==> config.mk <==
export PLATFORM = sky130hd
export DESIGN_NAME = sorted_insertion_list
export DESIGN_NICKNAME = d
export VERILOG_FILES = /design/src/rtl/sil_pkg.sv /design/src/rtl/sil_ram.sv /design/src/rtl/sil_outreg.sv /design/src/rtl/sorted_insertion_list.sv
export SDC_FILE = /design/constraint.sdc
export NUM_CORES = 1
export LEC_CHECK = 0
export BUFFER_PORTS_ARGS = -buffer_cell sky130_fd_sc_hd__buf_4
export CORE_MARGIN = 4
export CORE_UTILIZATION = 50
export CTS_CLUSTER_SIZE = 8
export DETAILED_ROUTE_END_ITERATION = 8
export PLACE_DENSITY = 0.74
export SLEW_MARGIN = 20
export SYNTH_ARGS = -nofsm -noshare
export SYNTH_HDL_FRONTEND = slang
export SYNTH_SLANG_ARGS = --single-unit
export TNS_END_PERCENT = 5
==> constraint.sdc <==
create_clock -name clk -period 4.8 [get_ports clk]
set_input_delay 0.96 -clock clk [delete_from_list [all_inputs] [get_ports clk]]
set_output_delay 0.96 -clock clk [all_outputs]
set_load 0.02 [all_outputs]
==> src/rtl/sil_pkg.sv <==
package sil_pkg;

  localparam int LIST_DEPTH = 16;
  localparam int IDX_W      = $clog2(LIST_DEPTH);
  localparam int CNT_W      = $clog2(LIST_DEPTH + 1);
  localparam int VAL_W      = 32;
  localparam int KIND_W     = 2;

  localparam logic OP_INSERT = 1'b0;
  localparam logic OP_LIST   = 1'b1;

  localparam logic [KIND_W-1:0] KIND_INSERTED = 2'd0;
  localparam logic [KIND_W-1:0] KIND_DROPPED  = 2'd1;
  localparam logic [KIND_W-1:0] KIND_ENTRY    = 2'd2;
  localparam logic [KIND_W-1:0] KIND_EMPTY    = 2'd3;

  typedef struct packed {
    logic [KIND_W-1:0] kind;
    logic [VAL_W-1:0]  value;
    logic              last;
  } res_item_t;

endpackage

==> src/rtl/sil_ram.sv <==
module sil_ram #(
  parameter int WIDTH = 32,
  parameter int DEPTH = 16
) (
  input  logic                     clk,
  input  logic                     we,
  input  logic [$clog2(DEPTH)-1:0] waddr,
  input  logic [WIDTH-1:0]         wdata,
  input  logic [$clog2(DEPTH)-1:0] raddr,
  output logic [WIDTH-1:0]         rdata
);

  logic [WIDTH-1:0] mem [DEPTH];
  logic [WIDTH-1:0] rdata_r;

  always_ff @(posedge clk) begin
    if (we) begin
      mem[waddr] <= wdata;
    end
    rdata_r <= mem[raddr];
  end

  assign rdata = rdata_r;

endmodule

==> src/rtl/sil_outreg.sv <==
module sil_outreg (
  input  logic                        clk,
  input  logic                        rst_n,
  input  logic                        push,
  input  sil_pkg::res_item_t          item,
  output logic                        free,
  output logic                        out_tvalid,
  input  logic                        out_tready,
  output logic [sil_pkg::VAL_W-1:0]   out_tdata,  // value_res
  output logic [sil_pkg::KIND_W-1:0]  out_tuser,  // result_kind
  output logic                        out_tlast
);
  import sil_pkg::*;

  logic      valid_r;
  res_item_t item_r;

  assign free = !valid_r || out_tready;

  always_ff @(posedge clk) begin
    if (!rst_n) begin
      valid_r <= 1'b0;
    end else if (push) begin
      valid_r <= 1'b1;
    end else if (out_tready) begin
      valid_r <= 1'b0;
    end
    if (push) begin
      item_r <= item;
    end
  end

  assign out_tvalid = valid_r;
  assign out_tdata  = item_r.value;
  assign out_tuser  = item_r.kind;
  assign out_tlast  = item_r.last;

endmodule

==> src/rtl/sorted_insertion_list.sv <==
// Insert: a full list drops the value, an empty one stores it in slot 0; otherwise the list is
// walked down from its last entry, each entry read and compared and each larger one moved up
// one slot, then the value is written into the freed slot or slot 0. List: an empty list gives
// one EMPTY result, else the entries go out from slot 0 upward, each read and then pushed. One
// item at a time: in_tready rises as the final result is registered; output stalls delay it.
// Reset (rst_n low, synchronous) empties the list and drops any pending result; slots stay.
module sorted_insertion_list (
  input  logic                        clk,
  input  logic                        rst_n,
  input  logic                        in_tvalid,
  output logic                        in_tready,
  input  logic [sil_pkg::VAL_W-1:0]   in_tdata,   // value
  input  logic                        in_tuser,   // operation
  output logic                        out_tvalid,
  input  logic                        out_tready,
  output logic [sil_pkg::VAL_W-1:0]   out_tdata,  // value_res
  output logic [sil_pkg::KIND_W-1:0]  out_tuser,  // result_kind
  output logic                        out_tlast
);
  import sil_pkg::*;

  typedef enum logic [2:0] {
    ST_IDLE, ST_INS_RD, ST_INS_CMP, ST_INS_PUT, ST_LST_RD, ST_LST_WAIT, ST_RESP
  } state_t;

  state_t            state_r, state_nxt;
  logic [IDX_W-1:0]  idx_r, idx_nxt;
  logic [CNT_W-1:0]  count_r, count_nxt;
  logic [VAL_W-1:0]  val_r, val_nxt;
  logic [KIND_W-1:0] kind_r, kind_nxt;

  logic              ram_we;
  logic [IDX_W-1:0]  ram_waddr;
  logic [VAL_W-1:0]  ram_wdata;
  logic [VAL_W-1:0]  ram_rdata;

  logic              push;
  res_item_t         push_item;
  logic              out_free;
  logic              greater;
  logic              last_entry;

  sil_ram #(.WIDTH(VAL_W), .DEPTH(LIST_DEPTH)) u_ram (
    .clk   (clk),
    .we    (ram_we),
    .waddr (ram_waddr),
    .wdata (ram_wdata),
    .raddr (idx_r),
    .rdata (ram_rdata)
  );

  sil_outreg u_out (
    .clk        (clk),
    .rst_n      (rst_n),
    .push       (push),
    .item       (push_item),
    .free       (out_free),
    .out_tvalid (out_tvalid),
    .out_tready (out_tready),
    .out_tdata  (out_tdata),
    .out_tuser  (out_tuser),
    .out_tlast  (out_tlast)
  );

  assign in_tready  = (state_r == ST_IDLE);
  // The signed compare unit: stored entry against the value being inserted.
  assign greater    = $signed(ram_rdata) > $signed(val_r);
  assign last_entry = (CNT_W'(idx_r) + CNT_W'(1)) == count_r;

  always_comb begin
    state_nxt = state_r;
    idx_nxt   = idx_r;
    count_nxt = count_r;
    val_nxt   = val_r;
    kind_nxt  = kind_r;
    ram_we    = 1'b0;
    ram_waddr = idx_r + IDX_W'(1);
    ram_wdata = ram_rdata;
    push      = 1'b0;
    push_item = '0;
    unique case (state_r)
      ST_IDLE: begin
        if (in_tvalid) begin
          val_nxt = in_tdata;
          if (in_tuser == OP_INSERT) begin
            if (count_r == CNT_W'(LIST_DEPTH)) begin
              kind_nxt  = KIND_DROPPED;
              state_nxt = ST_RESP;
            end else if (count_r == '0) begin
              ram_we    = 1'b1;
              ram_waddr = '0;
              ram_wdata = in_tdata;
              count_nxt = count_r + CNT_W'(1);
              kind_nxt  = KIND_INSERTED;
              state_nxt = ST_RESP;
            end else begin
              idx_nxt   = IDX_W'(count_r - CNT_W'(1));
              state_nxt = ST_INS_RD;
            end
          end else begin
            if (count_r == '0) begin
              kind_nxt  = KIND_EMPTY;
              state_nxt = ST_RESP;
            end else begin
              idx_nxt   = '0;
              state_nxt = ST_LST_RD;
            end
          end
        end
      end
      ST_INS_RD: begin
        state_nxt = ST_INS_CMP;
      end
      ST_INS_CMP: begin
        ram_we = 1'b1;
        if (greater) begin
          // Move the larger entry up one slot and keep walking down, or put the value in slot 0 after it.
          if (idx_r == '0) begin
            state_nxt = ST_INS_PUT;
          end else begin
            idx_nxt   = idx_r - IDX_W'(1);
            state_nxt = ST_INS_RD;
          end
        end else begin
          ram_wdata = val_r;
          count_nxt = count_r + CNT_W'(1);
          kind_nxt  = KIND_INSERTED;
          state_nxt = ST_RESP;
        end
      end
      ST_INS_PUT: begin
        ram_we    = 1'b1;
        ram_waddr = '0;
        ram_wdata = val_r;
        count_nxt = count_r + CNT_W'(1);
        kind_nxt  = KIND_INSERTED;
        state_nxt = ST_RESP;
      end
      ST_LST_RD: begin
        state_nxt = ST_LST_WAIT;
      end
      ST_LST_WAIT: begin
        // The read address is held here, so the read data stays valid while stalled.
        if (out_free) begin
          push            = 1'b1;
          push_item.kind  = KIND_ENTRY;
          push_item.value = ram_rdata;
          push_item.last  = last_entry;
          if (last_entry) begin
            state_nxt = ST_IDLE;
          end else begin
            idx_nxt   = idx_r + IDX_W'(1);
            state_nxt = ST_LST_RD;
          end
        end
      end
      ST_RESP: begin
        if (out_free) begin
          push            = 1'b1;
          push_item.kind  = kind_r;
          push_item.value = '0;
          push_item.last  = 1'b1;
          state_nxt       = ST_IDLE;
        end
      end
      default: begin
        state_nxt = ST_IDLE;
      end
    endcase
  end

  always_ff @(posedge clk) begin
    if (!rst_n) begin
      state_r <= ST_IDLE;
      count_r <= '0;
    end else begin
      state_r <= state_nxt;
      count_r <= count_nxt;
    end
    idx_r  <= idx_nxt;
    val_r  <= val_nxt;
    kind_r <= kind_nxt;
  end

endmodule

== Word level (Yosys, flattened, before mapping) ==
Memory sizes are Yosys's and may differ from the RTL's. A register that Yosys moved wholly into a read port is not among the register bits.
Cells that the tools add are included.

* $add $sub $neg: 5
* Magnitude comparators: 1
* Eq/ne operators: 22
* Muxes and demuxes: 59
* Reduce and logical (&&, ||, !) cells: 15

{| class="wikitable"
|+ Operator list
! cell !! count
|-
| two-way mux 32 bit || 5
|-
| one-hot mux 32 bit (3 select lines) || 1
|-
| two-way mux 35 bit || 2
|-
| one-hot mux 35 bit (2 select lines) || 1
|-
| two-way mux 4 bit || 13
|-
| > comparator 32 bit || 1
|-
| two-way mux 5 bit || 5
|-
| two-way mux 3 bit || 8
|-
| one-hot mux 3 bit (7 select lines) || 1
|-
| inequality test 2 bit, second input constant || 10
|-
| two-way mux 2 bit || 8
|-
| one-hot mux 5 bit (3 select lines) || 1
|-
| one-hot mux 4 bit (3 select lines) || 1
|-
| two-way mux 1 bit || 10
|-
| equality test 3 bit, second input constant || 3
|-
| one-hot mux 4 bit (2 select lines) || 1
|-
| AND reduction 8 bit || 1
|-
| subtractor 4 x 1 -> 4 bit, second input constant || 2
|-
| equality test 3 x 2 -> 1 bit, second input constant || 2
|-
| one-hot mux 2 bit (3 select lines) || 1
|-
| AND reduction 6 bit || 1
|-
| nonzero test 3 bit || 2
|-
| adder 4 x 1 -> 5 bit, second input constant || 1
|-
| adder 5 x 1 -> 5 bit, second input constant || 1
|-
| other kinds (19) || 20
|}

* Register bits after elaboration: 82
* RAM bits: 512
* Bits of input ports: 37
* Output and inout bits: 37
* Word-level logic and storage cells: 112
* Memories kept: 1

{| class="wikitable"
|+ Memory list
! name !! words !! bits a word !! rd ports !! clocked after Yosys merged registers in !! write ports !! RTL line !! source
|-
| u_ram.mem || 16 || 32 || 1 || 1 || 1 || sil_ram.sv:13 || <nowiki>logic [WIDTH-1:0] mem [DEPTH];</nowiki>
|}

== Depth between registers and ports, before layout ==
* Depth in word-level cells: 8
* Depth in mapped cells: 12
* Mapped depth without buffers: 10

== Modules after synthesis ==
Synthesis repeated with hierarchy kept, for this count alone.

* Cell total of the unflattened synthesis: 1,302
* Area total of the unflattened synthesis: 24,682.4 um^2

{| class="wikitable"
|+ By module, submodules not included
! module !! instances !! cells each !! area an instance (um^2) !! seq. area each (um^2)
|-
| sil_ram || 1 || 838 || 19,835.3 || 16,015.4
|-
| sorted_insertion_list || 1 || 425 || 3,747.3 || 1,301.2
|-
| sil_outreg || 1 || 39 || 1,099.8 || 1,071.0
|}

== Worst setup path before layout ==
No wires, ideal clock.

* Path kind: input-to-reg
* From: input port in_tuser
* To: memory u_ram.mem[0][0], enable pin
* Setup time: 421 ps
* Data arrival time: 3,710 ps
* Data required time: 4,379 ps
* Slack: 669 ps
* Cell stages on the path: 8
* Buffers on the path: 1
* Cells stage by stage: clkbuf_1 -> nand2b_1 -> nor4_1 -> nand2b_1 -> a21boi_1 -> or2_2 -> o21a_1 -> nor2_1

* Cells in the longest elaborated chain, start to end: 5
* Elaborated cells between the ends (all ways): 8
* Those cells by class: mux (8)

{| class="wikitable"
|+ Ends and longest elaborated chain
! element !! RTL line !! source
|-
| from (decl) || sorted_insertion_list.sv:13 || <nowiki>input logic in_tuser,</nowiki>
|-
| two-way mux 1 bit || sorted_insertion_list.sv:85 || <nowiki>if (in_tuser == OP_INSERT) begin</nowiki>
|-
| two-way mux 1 bit || sorted_insertion_list.sv:83 || <nowiki>if (in_tvalid) begin</nowiki>
|-
| one-hot mux 1 bit (2 select lines) || sorted_insertion_list.sv:81 || <nowiki>unique case (state_r)</nowiki>
|-
| two-way mux 1 bit || sil_ram.sv:17 || <nowiki>if (we) begin</nowiki>
|-
| two-way mux 1 bit (implied by the code) || sil_ram.sv:18 || <nowiki>mem[waddr] <= wdata;</nowiki>
|-
| to (decl) || sil_ram.sv:13 ||
|}

Parallel ways exist; a longest one is shown, timed or not.

== Worst setup path in the final report ==
* From: register val_r[31]
* To: memory u_ram.mem[6][4] (data pin)

* Cells in the longest elaborated chain, start to end: 3

{| class="wikitable"
|+ Ends and longest elaborated chain
! element !! RTL line !! source
|-
| from (decl) || sorted_insertion_list.sv:29 || <nowiki>logic [VAL_W-1:0] val_r, val_nxt;</nowiki>
|-
| from (signal assigned) || sorted_insertion_list.sv:181 || <nowiki>val_r <= val_nxt;</nowiki>
|-
| > comparator 32 bit || sorted_insertion_list.sv:67 || <nowiki>assign greater = $signed(ram_rdata) > $signed(val_r);</nowiki>
|-
| two-way mux 32 bit || sorted_insertion_list.sv:116 || <nowiki>if (greater) begin</nowiki>
|-
| one-hot mux 32 bit (3 select lines) || sorted_insertion_list.sv:81 ||
|-
| named net ram_wdata[4] || sorted_insertion_list.sv:34 || <nowiki>logic [VAL_W-1:0] ram_wdata;</nowiki>
|}

The timed path passes the listed nets, and every way through them passes these cells.

==> out/metrics.cfg <==
[worst_setup_path]
crit_path_max_fanout = 20
start_kind = register
critPathMaxStageDelay_ns = 0.63
end_kind = register
crit_start = val_r[31]
r2r-start = val_r[31]
crit_type = register to register
cp_data_arrival_time_ns = 4.52
cp.required_ns = 4.95
cp_slowest_cell = nor4_2
crit_chain = inv_1, ha_1, nand2_1, nor4_2, a21boi_0, o31ai_1, or2_1, o21bai_4, buf_12, o221ai_1

[final_layout]
syn_to_final_growth_pct = 17.6
fill_cells = 3466
diodes = 0
layout_commonest_cell = edfxtp_1
multi_input_area_um2 = 6160
nets = 1489
seq_area_um2 = 18400
drive_gt1_share_pct = 28.1
layout_common_cells = edfxtp_1 (585), mux4_2 (160), buf_4 (97), clkbuf_16 (89), nand2_1 (69)

[yosys]
muxShareOfSynthArea_pct = 14.7
ys_seq_area_share_pct = 74.1
synth_top_family_by_area = multiplexers
ys_seq_elements = 626
ys.warnings.count = 0
synth_ff_type = edfxtp_1
synth_cell_type_count = 59
syn_area_per_cell_um2 = 19.4
synth_adder_area_share_pct = 1.87
async_flop_share_pct = 0
synth_compound_area_share_pct = 3.11
syn_nets = 1354
syn-instance-count = 1280
synth_xor_area_share_pct = 0.282
synth_edf_count = 585
synth_simple_gate_area_share_pct = 3.69
syn_area_um2 = 24800

[clock_network]
cts.sinks = 626
clk_pin_slew_ns = 0.05
cts_hold_buf = 0
max-clock-path-buffers = 3
worstSkewPairLatency_ns = 0.62
cts_root_buf = clkbuf_16
h-tree-depth = 3
numCtsBuffers = 88
cts_tree = built

[sta]
clock_skew_ns = 0.0302
rsz0062_at_grt = no
finalSetupViolCount = 0
period_needed_ns = 4.37
holdWs_ns = 0.537
finalCritPeriodShare_pct = 91.0
max_freq_ghz = 0.229
hold_viol = 0
max_slew.worst_pin.slew_ns = 1.12
slew_headroom_pct = 25.5
setup_tns_ns = 0
drv_slew = 0

[floorplan]
dieArea_um2 = 53300
rows = 81
die_h_um = 231
die_w_um = 231
io_pins = 74
initial_core_util_pct = 50.6
core_area_um2 = 49100

[global_routing]
grt_overflow = 0
grt_pass1_vias = 13162
grt_max_degree = 101
grt_pass1_wl_um = 86800
grt_usage_pct = 22.1
antenna_found_initial = 1

[run_status]
outcome = finished, final reports clean

[route]
routed-via-count = 12969
wirelength_um = 58700
drt-initial-drc-count = 1519
viasPerCell = 6.03
final_antenna_net_count = 0
routedWlPerCell_um = 27.3
first_pass_iters = 6
drc = 0

[flow_run]
cap_violations = 0

[placed_design]
place.gp.congestion = 0.878
port-buffer-count = 73
hpwl_um = 32900

[power_and_ir_drop]
ir_drop_v = 0.000285
p_leak_uw = 0.00969
power_density_nw_per_um2 = 681

[worst_hold_path]
hp-class = input port to register
hold_start = in_tdata[1]

## worst max-delay path, delay by kind of cell, from the launching register on
family	cells	cell delay, ns
DFF	1	0.31
adders and majority gates	1	0.34
and+or+nand+nor	3	1.12
AOI/OAI and AO/OA	4	1.74
buffers and inverters	2	0.36
## final cells by class
type                    instances  area share [%]
inverters                      68           0.875
multi-input cells             520            21.1
clock buffers                 153            8.46
repair buffers                111            3.41
flip-flops and latches        626            63.0
well taps                     664            2.85
clock inverters                 7           0.296
## logic make-up after synthesis
group           count (synthesis)
xor+xnor                        8
fa+ha+maj                      37
compound gates                104
buf+inv                       134
simple gates                  206
flops                         626
mux                           165
## registers in the layout (all words and copies together) (netlist names)
name,count
u_ram.mem,512
u_out.out_tdata,32
u_ram.rdata,32
val_r,32
count_r,5
idx_r,4
state_r,3
kind_r,2
u_out.out_tuser,2
u_out.out_tlast,1
u_out.out_tvalid,1
## synth_stat cells, types with 2 or more instances
cell type	n	area share [%]
a211oi_1	2	0.060
a21oi_1	29	0.58
a221oi_1	3	0.11
a311oi_1	3	0.11
a31oi_1	2	0.050
and2_1	7	0.18
and3_1	2	0.050
buf_1	23	0.35
buf_2	2	0.040
buf_6	7	0.32
clkbuf_1	34	0.51
dfxtp_1	41	3.3
edfxtp_1	585	71
ha_1	37	1.9
inv_1	68	1.0
mux2i_1	5	0.20
mux4_2	160	15
nand2_1	69	1.0
nand2b_1	7	0.18
nand3_1	13	0.26
nand4_1	11	0.28
nor2_1	73	1.1
nor2b_1	5	0.13
nor3_1	7	0.14
nor4_1	3	0.076
o2111ai_1	2	0.071
o211ai_1	2	0.060
o21a_1	2	0.060
o21ai_0	9	0.18
o221ai_1	29	1.0
o31a_1	2	0.071
or2_2	2	0.050
or3_1	2	0.050
xnor2_1	7	0.25
## final timing paths
check / slack (ns) / depth (start not counted) / endpoint
min reg2reg: 0.55 / 2 / u_out.out_tuser[1]
max: 0.43 / 10 / u_ram.mem[6][4]
max reg2reg: 0.43 / 10 / u_ram.mem[6][4]
min: 0.54 / 1 / val_r[1]
## where the power goes
part           internal (uW)  switching [uW]
logic                   2280            3710
clock network           3460            2190
registers               7960             290
## timing repair
| item | 4_1_cts | 5_1_grt |
|---|---|---|
| resized for setup | 0 | 1 |
| buffers inserted | 0 | 0 |
| endpoints found under the setup margin | 0 | 64 |
## stage by stage
stage	worst slack [ns]	total power [uW]	cells	cell area, um2	utilization (%)
final	0.434	19900	2149	29200	59.5
after global routing	0.158	20800	2149	29200	59.5
after CTS	0.300	19900	2148	29000	59.2
after detailed placement	0.292	14200	1988	26500	54.0
after global placement	0.482	14000	1988	26500	54.0
after floorplan	0.669	12200	1280	24800	-
## layer usage
metal | global-route usage, % | up-vias | share of wire (%)
li1 | - | 5470 | -
met1 | 31.1 | 6784 | 40
met3 | 4.86 | 77 | 8.5
met2 | 35.3 | 638 | 49
met5 | 0 | - | 0
met4 | 6.71 | 0 | 2.0
Note: power is estimated with default switching activity, not from simulation.
